**src/rtl/baa_pkg.sv**
```systemverilog
`timescale 1ns / 1ps
`default_nettype none

package baa_pkg;

	typedef enum logic [2:0] {
		ST_IDLE,
		ST_DECIDE,
		ST_CLEAR,
		ST_SCAN,
		ST_COMMIT,
		ST_FINISH,
		ST_OUT
	} state_t;

	localparam logic [1:0] MODE_CLAIM = 2'd0;
	localparam logic [1:0] MODE_DONE  = 2'd1;
	localparam logic [1:0] MODE_TICK  = 2'd2;

	localparam logic [1:0] OUTCOME_NONE    = 2'd0;
	localparam logic [1:0] OUTCOME_APPLIED = 2'd1;
	localparam logic [1:0] OUTCOME_STALE   = 2'd2;

	localparam logic [1:0] CFG_NODE_ID    = 2'd0;
	localparam logic [1:0] CFG_NODE_INDEX = 2'd1;
	localparam logic [1:0] CFG_DWELL_TIME = 2'd2;

	localparam logic [7:0] NO_TASK = 8'hFF;
	localparam logic signed [15:0] LOWEST_SCORE = 16'sh8000;

	localparam int ROM_ROWS = 3;
	localparam int ROM_COLS = 12;

	localparam logic [6:0] SCORE_ROM [0:ROM_ROWS-1][0:ROM_COLS-1] = '{
		'{7'd95, 7'd90, 7'd85, 7'd80, 7'd75, 7'd70, 7'd65, 7'd60, 7'd55, 7'd0, 7'd0, 7'd0},
		'{7'd93, 7'd96, 7'd88, 7'd82, 7'd78, 7'd72, 7'd66, 7'd62, 7'd58, 7'd0, 7'd0, 7'd0},
		'{7'd91, 7'd89, 7'd97, 7'd84, 7'd79, 7'd74, 7'd68, 7'd64, 7'd61, 7'd0, 7'd0, 7'd0}
	};

	// one candidate task as seen by the pick unit
	typedef struct packed {
		logic signed [15:0] mine;
		logic [7:0]         owner;
		logic signed [15:0] cur_bid;
		logic               blocked;
	} cand_t;

	function automatic logic signed [15:0] own_score(input logic [1:0] row,
		input logic [3:0] t);
		logic [1:0] r;
		logic signed [15:0] s;
		r = (row > 2'd2) ? 2'd2 : row;
		if (t >= 4'(ROM_COLS)) begin
			s = 16'sd0;
		end else begin
			s = $signed({9'd0, SCORE_ROM[r][t]});
		end
		return s;
	endfunction

endpackage

`default_nettype wire

```
**src/rtl/bundle_auction_allocator.sv**
```systemverilog
`timescale 1ns / 1ps
`default_nettype none

// channel  | handshake                | payload
// item     | item_valid / item_stall  | mode, task_index, sender_id, claim_bid, time_now
// result   | result_valid / result_stall | executing_task, bundle_count, event_count,
//          |                          | claim_outcome, bundle_changed
// config   | cfg_valid / cfg_ready    | cfg_index, cfg_data
//
// an item without a rebuild passes the decide state, then the out state, where the result register loads
// a rebuild adds the clear state, up to BUNDLE_DEPTH scan and commit passes and the finish state,
// each scan feeding one task per cycle through the shared pick unit
// after reset the block runs the initial rebuild with item_stall high
// a result waiting under result_stall holds the next result in the out state until taken

module bundle_auction_allocator
	import baa_pkg::*;
#(
	parameter int TASK_COUNT   = 9,
	parameter int BUNDLE_DEPTH = 4,
	parameter int NODE_COUNT   = 3
) (
	input  logic               clk,
	input  logic               arst_n,

	input  logic               item_valid,
	output logic               item_stall,
	input  logic [1:0]         mode,
	input  logic [7:0]         task_index,
	input  logic [7:0]         sender_id,
	input  logic signed [15:0] claim_bid,
	input  logic [31:0]        time_now,

	output logic               result_valid,
	input  logic               result_stall,
	output logic [7:0]         executing_task,
	output logic [3:0]         bundle_count,
	output logic [7:0]         event_count,
	output logic [1:0]         claim_outcome,
	output logic               bundle_changed,

	input  logic               cfg_valid,
	output logic               cfg_ready,
	input  logic [1:0]         cfg_index,
	input  logic [15:0]        cfg_data
);

	localparam int TW = (TASK_COUNT > 1) ? $clog2(TASK_COUNT) : 1;
	localparam int KW = (BUNDLE_DEPTH > 1) ? $clog2(BUNDLE_DEPTH) : 1;
	localparam int LW = $clog2(BUNDLE_DEPTH + 1);

	state_t state_q, state_d;
	logic   init_q;

	logic [7:0]  node_id_q;
	logic [1:0]  node_index_q;
	logic [15:0] dwell_q;

	logic [7:0]         win_id_q  [TASK_COUNT];
	logic signed [15:0] win_bid_q [TASK_COUNT];
	logic [TASK_COUNT-1:0] fin_q;
	logic [TASK_COUNT-1:0] picked_q;

	logic [7:0]  list_q [BUNDLE_DEPTH];
	logic [7:0]  prev_q [BUNDLE_DEPTH];
	logic [LW-1:0] len_q;
	logic [LW-1:0] prev_len_q;
	logic [7:0]  cur_task_q;
	logic [31:0] start_q;
	logic [7:0]  events_q;

	logic [1:0]         mode_q;
	logic [7:0]         task_q;
	logic [7:0]         sender_q;
	logic signed [15:0] bid_q;
	logic [31:0]        now_q;
	logic [TW-1:0]      t_q;
	logic [1:0]         outcome_q;
	logic               changed_q;

	logic        res_valid_q;
	logic [7:0]  res_task_q;
	logic [3:0]  res_count_q;
	logic [7:0]  res_events_q;
	logic [1:0]  res_outcome_q;
	logic        res_changed_q;

	logic               accept;
	logic               cfg_write;
	logic               res_load;
	logic [1:0]         row;
	logic               task_ok;
	logic               cur_ok;
	logic [TW-1:0]      rd_idx;
	logic [7:0]         rd_id;
	logic signed [15:0] rd_bid;
	logic               rd_fin;
	logic               claim_win;
	logic               in_bundle;
	logic [31:0]        start_eff;
	logic [31:0]        elapsed;
	logic               tick_fire;
	logic               bundle_diff;
	logic [LW-1:0]      len_next;
	cand_t              cand;
	logic               pu_clr;
	logic               pu_en;
	logic               pu_found;
	logic [TW-1:0]      pu_pick;
	logic signed [15:0] pick_score;

	always_comb begin
		row = (node_index_q >= 2'(NODE_COUNT)) ? 2'(NODE_COUNT - 1) : node_index_q;
		task_ok = task_q < 8'(TASK_COUNT);
		cur_ok  = cur_task_q < 8'(TASK_COUNT);
		case (state_q)
			ST_SCAN: rd_idx = t_q;
			default: rd_idx = (mode_q == MODE_TICK) ? cur_task_q[TW-1:0] : task_q[TW-1:0];
		endcase
		rd_id  = win_id_q[rd_idx];
		rd_bid = win_bid_q[rd_idx];
		rd_fin = fin_q[rd_idx];
		claim_win = (bid_q > rd_bid) || (bid_q == rd_bid && sender_q < rd_id);
		in_bundle = 1'b0;
		bundle_diff = (prev_len_q != len_q);
		for (int i = 0; i < BUNDLE_DEPTH; i++) begin
			if (LW'(i) < len_q && list_q[i] == task_q) begin
				in_bundle = 1'b1;
			end
			if (LW'(i) < len_q && prev_q[i] != list_q[i]) begin
				bundle_diff = 1'b1;
			end
		end
		start_eff = (cur_ok && start_q == 32'd0) ? now_q : start_q;
		elapsed   = now_q - start_eff;
		tick_fire = cur_ok && (elapsed >= {16'd0, dwell_q});
		len_next  = len_q + LW'(1);
		cand.mine    = own_score(row, 4'(t_q));
		cand.owner   = rd_id;
		cand.cur_bid = rd_bid;
		cand.blocked = rd_fin || picked_q[t_q];
		pick_score   = own_score(row, 4'(pu_pick));
	end

	baa_pick_unit #(
		.TW(TW)
	) u_pick (
		.clk     (clk),
		.arst_n  (arst_n),
		.clr     (pu_clr),
		.en      (pu_en),
		.cand    (cand),
		.idx     (t_q),
		.node_id (node_id_q),
		.found   (pu_found),
		.pick    (pu_pick)
	);

	always_ff @(posedge clk or negedge arst_n) begin
		if (!arst_n) begin
			state_q <= ST_CLEAR;
		end else begin
			state_q <= state_d;
		end
	end

	always_comb begin
		state_d    = state_q;
		item_stall = 1'b1;
		cfg_ready  = 1'b0;
		res_load   = 1'b0;
		pu_clr     = 1'b0;
		pu_en      = 1'b0;
		case (state_q)
			ST_IDLE: begin
				item_stall = 1'b0;
				cfg_ready  = 1'b1;
				if (item_valid) begin
					state_d = ST_DECIDE;
				end
			end
			ST_DECIDE: begin
				state_d = ST_OUT;
				case (mode_q)
					MODE_CLAIM: begin
						if (task_ok && !rd_fin && claim_win &&
							node_id_q != sender_q && in_bundle) begin
							state_d = ST_CLEAR;
						end
					end
					MODE_DONE: begin
						if (task_ok && !rd_fin) begin
							state_d = ST_CLEAR;
						end
					end
					MODE_TICK: begin
						if (tick_fire) begin
							state_d = ST_CLEAR;
						end
					end
					default: state_d = ST_OUT;
				endcase
			end
			ST_CLEAR: begin
				pu_clr  = 1'b1;
				state_d = ST_SCAN;
			end
			ST_SCAN: begin
				pu_en = 1'b1;
				if (t_q == TW'(TASK_COUNT - 1)) begin
					state_d = ST_COMMIT;
				end
			end
			ST_COMMIT: begin
				pu_clr = 1'b1;
				if (pu_found && len_next < LW'(BUNDLE_DEPTH)) begin
					state_d = ST_SCAN;
				end else begin
					state_d = ST_FINISH;
				end
			end
			ST_FINISH: begin
				state_d = init_q ? ST_IDLE : ST_OUT;
			end
			ST_OUT: begin
				if (!res_valid_q || !result_stall) begin
					res_load = 1'b1;
					state_d  = ST_IDLE;
				end
			end
			default: state_d = ST_IDLE;
		endcase
	end

	assign accept    = item_valid && !item_stall;
	assign cfg_write = cfg_valid && cfg_ready;

	always_ff @(posedge clk or negedge arst_n) begin
		if (!arst_n) begin
			init_q       <= 1'b1;
			node_id_q    <= 8'd1;
			node_index_q <= 2'd0;
			dwell_q      <= 16'd1000;
			for (int i = 0; i < TASK_COUNT; i++) begin
				win_id_q[i]  <= 8'd0;
				win_bid_q[i] <= 16'sd0;
			end
			fin_q      <= '0;
			picked_q   <= '0;
			len_q      <= '0;
			prev_len_q <= '0;
			cur_task_q <= NO_TASK;
			start_q    <= 32'd0;
			events_q   <= 8'd0;
			t_q        <= '0;
			outcome_q  <= OUTCOME_NONE;
			changed_q  <= 1'b0;
			res_valid_q <= 1'b0;
		end else begin
			if (cfg_write) begin
				case (cfg_index)
					CFG_NODE_ID:    node_id_q    <= cfg_data[7:0];
					CFG_NODE_INDEX: node_index_q <= cfg_data[1:0];
					CFG_DWELL_TIME: dwell_q      <= cfg_data;
					default: ;
				endcase
			end
			if (accept) begin
				outcome_q <= OUTCOME_NONE;
				changed_q <= 1'b0;
			end
			case (state_q)
				ST_DECIDE: begin
					case (mode_q)
						MODE_CLAIM: begin
							if (task_ok && !rd_fin) begin
								if (claim_win) begin
									win_id_q[rd_idx]  <= sender_q;
									win_bid_q[rd_idx] <= bid_q;
									outcome_q <= OUTCOME_APPLIED;
								end else begin
									outcome_q <= OUTCOME_STALE;
								end
							end
						end
						MODE_DONE: begin
							if (task_ok && !rd_fin) begin
								fin_q[rd_idx]     <= 1'b1;
								win_id_q[rd_idx]  <= 8'd0;
								win_bid_q[rd_idx] <= 16'sd0;
								events_q <= events_q + 8'd1;
							end
						end
						MODE_TICK: begin
							if (cur_ok && start_q == 32'd0) begin
								start_q <= now_q;
							end
							if (tick_fire) begin
								fin_q[rd_idx]     <= 1'b1;
								win_id_q[rd_idx]  <= 8'd0;
								win_bid_q[rd_idx] <= 16'sd0;
								events_q <= events_q + 8'd1;
							end
						end
						default: ;
					endcase
				end
				ST_CLEAR: begin
					for (int i = 0; i < TASK_COUNT; i++) begin
						if (win_id_q[i] == node_id_q) begin
							win_id_q[i]  <= 8'd0;
							win_bid_q[i] <= 16'sd0;
						end
					end
					prev_len_q <= len_q;
					len_q      <= '0;
					picked_q   <= '0;
					t_q        <= '0;
				end
				ST_SCAN: begin
					t_q <= (t_q == TW'(TASK_COUNT - 1)) ? '0 : t_q + TW'(1);
				end
				ST_COMMIT: begin
					t_q <= '0;
					if (pu_found) begin
						len_q <= len_next;
						win_id_q[pu_pick]  <= node_id_q;
						win_bid_q[pu_pick] <= pick_score;
						picked_q[pu_pick]  <= 1'b1;
					end
				end
				ST_FINISH: begin
					init_q     <= 1'b0;
					cur_task_q <= (len_q != '0) ? list_q[0] : NO_TASK;
					if (bundle_diff) begin
						events_q  <= events_q + 8'd1;
						start_q   <= 32'd0;
						changed_q <= 1'b1;
					end
				end
				default: ;
			endcase
			if (res_load) begin
				res_valid_q <= 1'b1;
			end else if (!result_stall) begin
				res_valid_q <= 1'b0;
			end
		end
	end

	always_ff @(posedge clk) begin
		if (accept) begin
			mode_q   <= mode;
			task_q   <= task_index;
			sender_q <= sender_id;
			bid_q    <= claim_bid;
			now_q    <= time_now;
		end
		if (state_q == ST_CLEAR) begin
			for (int i = 0; i < BUNDLE_DEPTH; i++) begin
				prev_q[i] <= list_q[i];
			end
		end
		if (state_q == ST_COMMIT && pu_found) begin
			list_q[len_q[KW-1:0]] <= 8'(pu_pick);
		end
		if (res_load) begin
			res_task_q    <= cur_task_q;
			res_count_q   <= 4'(len_q);
			res_events_q  <= events_q;
			res_outcome_q <= outcome_q;
			res_changed_q <= changed_q;
		end
	end

	assign result_valid   = res_valid_q;
	assign executing_task = res_task_q;
	assign bundle_count   = res_count_q;
	assign event_count    = res_events_q;
	assign claim_outcome  = res_outcome_q;
	assign bundle_changed = res_changed_q;

endmodule

`default_nettype wire

```
**src/rtl/baa_pick_unit.sv**
```systemverilog
`timescale 1ns / 1ps
`default_nettype none

module baa_pick_unit
	import baa_pkg::*;
#(
	parameter int TW = 4
) (
	input  logic          clk,
	input  logic          arst_n,
	input  logic          clr,
	input  logic          en,
	input  cand_t         cand,
	input  logic [TW-1:0] idx,
	input  logic [7:0]    node_id,
	output logic          found,
	output logic [TW-1:0] pick
);

	logic signed [15:0] best_q;
	logic               found_q;
	logic [TW-1:0]      pick_q;
	logic               eligible;
	logic               better;

	always_comb begin
		eligible = !cand.blocked &&
			(cand.owner == 8'd0 || cand.owner == node_id ||
			 $signed(cand.mine) > $signed(cand.cur_bid) ||
			 ($signed(cand.mine) == $signed(cand.cur_bid) && node_id < cand.owner));
		better = $signed(cand.mine) > best_q;
	end

	always_ff @(posedge clk or negedge arst_n) begin
		if (!arst_n) begin
			best_q  <= LOWEST_SCORE;
			found_q <= 1'b0;
		end else if (clr) begin
			best_q  <= LOWEST_SCORE;
			found_q <= 1'b0;
		end else if (en && eligible && better) begin
			best_q  <= $signed(cand.mine);
			found_q <= 1'b1;
		end
	end

	always_ff @(posedge clk) begin
		if (en && eligible && better) begin
			pick_q <= idx;
		end
	end

	assign found = found_q;
	assign pick  = pick_q;

endmodule

`default_nettype wire

```
**config.mk**
```make
export PLATFORM = sky130hd
export DESIGN_NAME = bundle_auction_allocator
export DESIGN_NICKNAME = d
export VERILOG_FILES = /design/src/rtl/baa_pkg.sv /design/src/rtl/bundle_auction_allocator.sv /design/src/rtl/baa_pick_unit.sv
export SDC_FILE = /design/constraint.sdc
export NUM_CORES = 1
export LEC_CHECK = 0
export BUFFER_PORTS_ARGS = -buffer_cell sky130_fd_sc_hd__buf_4
export CAP_MARGIN = 10
export CELL_PAD_IN_SITES_DETAIL_PLACEMENT = 0
export CELL_PAD_IN_SITES_GLOBAL_PLACEMENT = 1
export CORE_MARGIN = 2
export CORE_UTILIZATION = 30
export CTS_BUF_LIST = sky130_fd_sc_hd__clkbuf_4 sky130_fd_sc_hd__clkbuf_8
export CTS_CLUSTER_DIAMETER = 30
export DETAILED_ROUTE_END_ITERATION = 7
export PLACE_DENSITY_LB_ADDON = 0.1
export SLEW_MARGIN = 20
export SYNTH_ARGS = -nofsm -noshare
export SYNTH_HDL_FRONTEND = slang
export SYNTH_SLANG_ARGS = --single-unit
```
**constraint.sdc**
```tcl
create_clock -name clk -period 6.75 [get_ports clk]
set_clock_uncertainty 0.15 [all_clocks]
set_input_delay 0.675 -clock clk [delete_from_list [all_inputs] [get_ports clk]]
set_output_delay 0.675 -clock clk [all_outputs]
set_load 0.05 [all_outputs]
```
==> run metrics, run 1 <==
drt total wl 112,000 um; FF+latch count, synth 453; I/O pins 115; share of post-route cells with drive strength above 1 20.4%; first-pass GRT wire length 168,000 um; CTS sink cnt 453; Setup crit start kind register; HP Start cfg_index[0]; most frequent cells in the layout 361 x nand2_1, 317 x dfrtp_1, 243 x buf_4; max-cap viol count 0; Rows 110; Async SR Flop Fraction 73.3%; Max Freq 0.154 GHz; Arr. time, crit path 7.02 ns; number of global-route vias before repair 25,900; max incr delay on CP 0.46 ns; crit end category register; Die Ht 306 um; core area 90,100 um^2; drt via density 5.70; Worst-Margin Slew 1.15 ns; Design Area, Final 34,500 um^2; All-Layer GR Usage 23.8%; Starting Density 30.3%; Yosys warning count 0; Root Driver clkbuf_8; Crit Reg-Reg Startpoint mode_q[0]; Final Non-Filler Cells 4,430; final hold slack 0.184 ns; Chip Width 306 um; TritonRoute pass-1 iters 6; sequential area share after synthesis 43.8%; Avg WL per Cell 25.2 um; GP Congestion 0.858; final setup violation count 0; post-synth cell types 92; R2R cell count 28; Critical Setup Path Class reg2reg; final hold vios 0; Final HPWL DP 78,100 um; delay-heaviest family, CP compound AO/OA/AOI/OAI gates; largest net degree at the start of global routing 152; most common cell after layout, fill and taps aside nand2_1; Post-Syn Area 27,300 um^2; nets 3,334; Worst Path Buf+Inv 7; vias 25,300; r2r setup slk 0.26 ns; Max Slew Vio Count 0; DR iter-0 viols 2,232; Post-synth EDFFs 121; CP required 7.29 ns; status completed; GR Overflow Total 0; RSZ-0062 raised after global routing no; synth top area cells dfrtp_1 29%, edfxtp_1 13%, ha_1 5.0%; power after layout 18.5 mW; Syn Nets 3,055; CTS H-tree depth 4; die footprint 93,500 um^2; clk_lat worst skew 0.82 ns; initial antenna violation count 2; Final ANT Viol Nets 0; Area after DPL 30,300 um^2; CP dominant cell by count buf_4; maximum fanout along the worst path 16; drt drc 0; Slew Limit Headroom 22.8%; clk slew on worst S/H paths 0.05 ns; CTS buffer count 143; Post-Synthesis Cells 2,855; dominant cell type by area after synthesis dfrtp_1; Slowest-stage cell, CP a311oi_1; LEAKAGE 14.0 nW; Power Density 535 nW/um^2; hold path cells 3; Max clock buf depth 3; HP Class in2reg; Syn-to-layout area delta 26.4%; top cell type's share of synthesized area 29.0%; Inst Count DP 4,073; Peak VDD IR 0.000221 V; ys flop type dfrtp_1; Mapped Avg Cell Area 9.57 um^2; Final Cycle Share 96.1%; PortBufs 113; Tmin final 6.49 ns; Core Util, Final 38.3%; Hold Crit Endpoint node_index_q[1]; CTS tree done
## worst min-delay path, cell delays in order
cell and delay, ns:
buf_4 0.11, nand2_1 0.13, mux2_2 0.17
## report_power, final
part           internal [mW]  leakage, nW  switching (mW)  total (mW)
clock                   2.79         1.64            1.63        4.43
sequential              3.70         5.61           0.846        4.54
combinational           3.55         6.78            5.94        9.49
total                   10.0         14.0            8.42        18.5
## what timing repair did
item	4_1_cts	5_1_grt
setup endpoints to repair	49	224
pin swaps	0	7
endpoints found under the hold margin	176	0
hold buffers	85	0
resized for setup	4	21
setup buffers	0	6
cloned	0	1
## through the flow
step	setup WS, ns	setup TNS [ns]
after detailed placement	-0.123	-1.90
after CTS	0.0415	0
after global routing	0.0340	0
after floorplan	0.818	0
after global placement	-0.0709	-0.623
final	0.264	0
## layer usage
metal | vias up | global-route usage [%] | wire length, um
li1 | 11400 | - | -
met1 | 12800 | 32.0 | 49900
met2 | 892 | 37.5 | 51000
met3 | 216 | 4.38 | 6650
met4 | 2 | 10.0 | 4040
met5 | - | 0 | 13
## cell families after synthesis
family                   Yosys count  synth area share, %
AND/OR/NAND/NOR                  885                 15.3
adder cells (fa/ha/maj)          113                 5.18
buffers and inverters            280                 4.35
flip-flops                       453                 43.8
AO/OA/AOI/OAI                    904                 23.2
XOR/XNOR                         148                 4.74
multiplexers                      71                 3.54
other                              1               0.0137
## area by class of cell
type | instances | area (um^2)
tap | 1176 | 1470
clock inverter | 70 | 662
fill | 8980 | 55600
inverter | 51 | 193
multi-input combinational | 2123 | 14400
sequential | 453 | 12000
timing repair buffer | 362 | 3330
antenna | 1 | 2.50
clock buffer | 194 | 2500
## synth_stat cells, types with 14 or more instances
library cell	instances
nand2_1	363
o22ai_1	81
edfxtp_1	121
dfstp_2	15
dfrtp_1	317
nor3_1	29
nand4_1	45
and3_1	48
o21a_1	17
a211oi_1	16
a22o_1	87
o211ai_1	14
clkbuf_1	159
buf_2	36
and2_1	23
a22oi_1	48
a32o_1	63
a21oi_1	139
nor4_1	22
nand2b_1	32
o2bb2ai_1	64
nor2b_1	18
a31oi_1	81
inv_1	50
mux2_2	32
o21ai_0	168
mux2i_1	16
buf_1	16
nor2_1	146
xor2_1	59
ha_1	110
a21o_1	28
xnor2_1	89
nand3_1	112
## worst max-delay path by stage
stage / slack, ns / end / cells past startpoint / start
after floorplan: 0.82 / events_q[1] / 27 / start_q[8]
after global placement: -0.07 / register / 27 / mode_q[0]
after detailed placement: -0.12 / register / 27 / mode_q[0]
after CTS: 0.04 / register / 26 / state_q[1]
after global routing: 0.03 / register / 22 / mode_q[0]
final: 0.26 / register / 28 / mode_q[0]
Power figures use the tool's default switching activity.
==> inputs of run 2 (changes only) <==
- CTS_BUF_LIST: sky130_fd_sc_hd__clkbuf_4 sky130_fd_sc_hd__clkbuf_8 -> default
==> run 2 against run 1 <==
  * Register-to-register slack about the same
  * Wire length increased by 1.1%
  * Power increased by 11%
  * Core utilization increased by 1.7 points
  * Clock-buffer cell count increased by 1
  * First-iteration DRC count increased by 8.7%
  * Largest cell class unchanged
==> run metrics, run 2 (synthesis gave the netlist of run 1 again) <==
Power Density 571 nW/um^2; Power Internal 11.8 mW; maximum fanout along the worst path 42; All-Layer GR Usage 23.9%; register area 12,000 um^2; Final Cycle Share 96.1%; Chip Width 306 um; clk slew on worst S/H paths 0.04 ns; DR iter-0 viols 2,426; Final HPWL DP 78,100 um; crit end category register; Setup crit start kind register; Reg power frac 22.1%; Final ANT Viol Nets 0; status completed; GP Congestion 0.858; fill count 8,783; largest net degree at the start of global routing 152; drt via density 5.71; first-pass GRT wire length 169,000 um; Rows 110; die footprint 93,500 um^2; TritonRoute pass-1 iters 6; Hold Crit Endpoint dwell_q[10]; most common cell after layout, fill and taps aside nand2_1; hold path cells 2; Area after DPL 30,300 um^2; Core Util, Final 40.0%; GR Overflow Total 0; Inst Count DP 4,073; Die Ht 306 um; LEAKAGE 14.7 nW; Setup TNS 0 ns; power after layout 20.6 mW; max-cap viol count 0; Sw Ratio 42.7%; number of global-route vias before repair 26,000; CTS H-tree depth 4; clk_lat worst skew 0.73 ns; Combinational Power Share 46.4%; CTS buffer count 143; final hold vios 0; HP Class in2reg; Worst-Margin Slew 1.15 ns; Critical Setup Path Class reg2reg; Tmin final 6.48 ns; RSZ-0062 raised after global routing no; Final Non-Filler Cells 4,420; r2r setup slk 0.27 ns; CTS tree done; Peak VDD IR 0.000319 V; core area 90,100 um^2; final setup violation count 0; Crit Reg-Reg Startpoint mode_q[0]; most frequent cells in the layout 361 x nand2_1, 317 x dfrtp_1, 246 x buf_4; share of post-route cells with drive strength above 1 19.7%; nets 3,325; CTS sink cnt 453; Clk pwr share 31.5%; Arr. time, crit path 6.94 ns; Sw Pwr 8.80 mW; Syn-to-layout area delta 31.9%; Root Driver clkbuf_16; initial antenna violation count 2; Starting Density 30.3%; Avg WL per Cell 25.5 um; CP required 7.20 ns; PortBufs 113; drt drc 0; antenna fix cells 0; Design Area, Final 36,100 um^2; Max Slew Vio Count 0; Slew Limit Headroom 23.3%; R2R cell count 26; Max Freq 0.154 GHz; HP Start cfg_data[10]; Max clock buf depth 3; drt total wl 113,000 um; Multi-input gate area 14,400 um^2; vias 25,300; I/O pins 115
## run 2: cell types whose count changed in the layout (fill, tap and decap cells not counted), sizes merged
| cell | previous run | this run |
|---|---|---|
| inv | 58 | 54 |
| clkinv | 40 | 47 |
| bufinv | 10 | 9 |
| dlygate4sd3 | 85 | 70 |
| clkinvlp | 13 | 10 |
| diode | 1 | 0 |
| buf | 277 | 281 |
| clkbuf | 194 | 196 |
| o21bai | 1 | 2 |
## run 2: per-layer routing
metal | vias up | share of wire, % | track usage (%) | wire length (um)
li1 | 11400 | - | - | -
met1 | 12700 | 44 | 32.1 | 50100
met2 | 957 | 45 | 37.5 | 51200
met3 | 238 | 6.2 | 4.69 | 6940
met4 | 2 | 4.1 | 10.3 | 4580
met5 | - | 0.012 | 0 | 13
## run 2: per-stage QoR
stage | hold WS, ns | setup WS [ns]
after floorplan | 0.229 | 0.818
after global placement | 0.283 | -0.0709
after detailed placement | 0.284 | -0.123
after CTS | 0.000426 | 0.0358
after global routing | 0.0124 | 0.0158
final | 0.0447 | 0.265
## run 2: cell type report
cell class	instances	area share (%)
well taps	1176	4.08
inverters	51	0.534
clock buffers	195	11.3
clock inverters	69	1.93
repair buffers	352	8.97
flip-flops and latches	453	33.2
multi-input cells	2124	40.0
## run 2: timing repair
| item | CTS | global route |
|---|---|---|
| pin swaps | 0 | 9 |
| gates resized for setup | 4 | 23 |
| endpoints found under the hold margin | 151 | 0 |
| cloned | 0 | 3 |
| buffers inserted | 0 | 10 |
| hold buffers | 70 | 0 |
| setup endpoints to repair | 50 | 224 |
## run 2: power groups by stage
stage	logic [mW]	clock network [mW]	registers [mW]
final	9.54	6.48	4.55
after global routing	10.3	6.76	4.65
after CTS	9.34	6.59	4.52
after detailed placement	9.25	0	4.55
after global placement	9.20	0	4.54
after floorplan	5.71	0	4.25
## run 2: worst max-delay path, stage by stage, from the launching register on
cell       delay, ns
edfxtp_1        0.42
inv_1           0.14
ha_2            0.33
mux2i_4         0.42
nand2_2         0.13
o21ai_4         0.08
buf_12          0.15
buf_12          0.23
nand2_1         0.08
and3_1          0.16
a311oi_1        0.31
a31oi_1         0.10
a2bb2oi_2       0.18
ha_1            0.31
and4_1          0.22
nand2_1         0.15
a211o_1         0.35
a221oi_1        0.39
buf_4           0.22
a311oi_1        0.07
buf_4           0.23
a31o_2          0.36
buf_4           0.22
a2111oi_4       0.32
nand2_2         0.11
buf_12          0.19
a22o_1          0.24
## run 2: worst max path at each step
stage	start	to	slack, ns
3_3_place_gp	mode_q[0]	register	-0.07
3_5_place_dp	mode_q[0]	register	-0.12
6_report	mode_q[0]	register	0.27
5_1_grt	mode_q[0]	register	0.02
2_1_floorplan	start_q[8]	events_q[1]	0.82
4_1_cts	state_q[1]	register	0.04
==> inputs of run 3 (changes only) <==
- clock period: 6.75 -> 7.95 ns (I/O delays scaled with it)
==> run 3 against run 2 <==
  * Register-to-register slack improved by 0.30 ns
  * Combinational power fell by 21%
  * Power fell by 17%
  * Critical path type unchanged
==> run metrics, run 3 (synthesis gave the netlist of run 1 again) <==
Max Freq 0.135 GHz; PortBufs 113; Setup TNS 0 ns; vias 24,800; first-pass GRT wire length 171,000 um; largest net degree at the start of global routing 164; r2r setup slk 0.57 ns; Sw Ratio 43.0%; nets 3,191; number of global-route vias before repair 25,000; crit end category register; Arr. time, crit path 7.82 ns; WL met2 52,700 um; pre-CTS WS 0.162 ns; setup bufs post-CTS 0; met3 wire len 7270 um; Max clock buf depth 3; Starting Density 30.3%; maximum fanout along the worst path 28; CTS tree done; drt drc 0; R2R cell count 26; final hold slack 0.00630 ns; Top Metal Used met5; Chip Width 306 um; Tmin final 7.38 ns; All-Layer GR Usage 24.3%; final setup violation count 0; CTS sink cnt 453; Setup crit start kind register; Root Driver clkbuf_16; status completed; clk_lat worst skew 0.72 ns; post-CTS resize count 0; Final HPWL DP 80,200 um; CP required 8.39 ns; most frequent cells in the layout 362 x nand2_1, 317 x dfrtp_1, 216 x buf_4; clk slew on worst S/H paths 0.04 ns; Power Density 494 nW/um^2; Avg WL per Cell 26.7 um; I/O pins 115; Slew Limit Headroom 17.3%; initial antenna violation count 3; core area 90,100 um^2; RSZ-0062 raised after global routing no; Critical Setup Path Class reg2reg; TritonRoute pass-1 iters 8; CTS H-tree depth 4; Final Cycle Share 92.9%; GR Overflow Total 0; Sw Pwr 7.33 mW; HP Class in2async; Core Util, Final 38.2%; Clk pwr share 32.4%; share of post-route cells with drive strength above 1 18.0%; Max Slew Vio Count 0; Hold-fix buffers, CTS 0; most common cell after layout, fill and taps aside nand2_1; LEAKAGE 14.0 nW; drt via density 5.80; Rows 110; drt total wl 114,000 um; Crit Reg-Reg Startpoint start_q[25]; Power Internal 9.70 mW; Final ANT Viol Nets 0; M1 wire length 50,900 um; Die Ht 306 um; Combinational Power Share 44.4%; GP Congestion 0.884; Peak VDD IR 0.000252 V; max-cap viol count 0; final worst slack 0.568 ns; final hold vios 0; die footprint 93,500 um^2; Worst-Margin Slew 1.24 ns; DR iter-0 viols 2,601; Reg power frac 23.2%; CTS buffer count 139; Syn-to-layout area delta 26.0%
-- run 3: cell types whose count changed in the layout (fill, tap and decap cells not counted), moves of 3 or more --
cell / previous run / this run
dlygate4sd3_1: 70 / 0
clkinvlp_4: 10 / 4
nor3_1: 24 / 27
buf_4: 246 / 216
clkinv_8: 7 / 2
nor4_1: 16 / 20
clkbuf_8: 21 / 18
nor3_2: 6 / 3
clkinv_4: 1 / 5
buf_12: 32 / 6
bufinv_16: 9 / 14
-- run 3: final cells by class --
type / instances / area (um^2)
Clock buffer: 192 / 3990
Inverter: 51 / 193
Fill cell: 8870 / 55700
Sequential cell: 453 / 12000
Clock inverter: 64 / 742
Antenna cell: 1 / 2.50
Multi-Input combinational cell: 2122 / 14300
Tap cell: 1176 / 1470
Timing Repair Buffer: 224 / 1770
-- run 3: stage by stage --
stage | cells | power [mW] | area, um^2
after global placement | 4026 | 11.4 | 29700
after floorplan | 2855 | 8.46 | 27300
after CTS | 4282 | 17.0 | 34400
final | 4283 | 17.0 | 34500
after detailed placement | 4026 | 11.4 | 29700
after global routing | 4282 | 18.0 | 34400
-- run 3: worst max path at each step --
stage	start	end	depth (start not counted)
after global routing	start_q[25]	register	26
after global placement	start_q[25]	register	25
final	start_q[25]	register	26
after CTS	start_q[25]	register	25
after detailed placement	start_q[25]	register	25
after floorplan	start_q[8]	events_q[1]	27
-- run 3: power groups by stage --
stage / Sequential (mW) / Combinational, mW / Clock, mW
2_1_floorplan: 3.61 / 4.85 / 0
3_5_place_dp: 3.95 / 7.44 / 0
6_report: 3.95 / 7.55 / 5.52
5_1_grt: 4.02 / 8.20 / 5.75
4_1_cts: 3.93 / 7.48 / 5.60
3_3_place_gp: 3.96 / 7.42 / 0
-- run 3: critical path, cell delays in order (launching register included) --
cell and delay (ns):
dfrtp_1 0.40, nor4_2 0.40, nand4_1 0.35, nor3_4 0.40
buf_6 0.31, a21oi_1 0.14, ha_1 0.38, a21o_1 0.26
a31oi_1 0.36, o21ai_0 0.14, a31oi_1 0.33, o21ai_0 0.16
xor2_1 0.26, ha_1 0.29, nand4_1 0.13, nor3_1 0.09
a2111oi_0 0.36, nand2_1 0.16, and4b_1 0.28, nand4_1 0.08
nor4_1 0.36, buf_4 0.20, o21ba_2 0.43, buf_4 0.23
nor3_4 0.05, buf_4 0.24, a32o_1 0.27
-- run 3: routing by layer --
metal  global-route usage, %  vias to the layer above
met3                    4.60                      223
li1                        -                    11100
met2                    38.4                      980
met4                    9.23                        2
met5                       0                        -
met1                    32.9                    12600
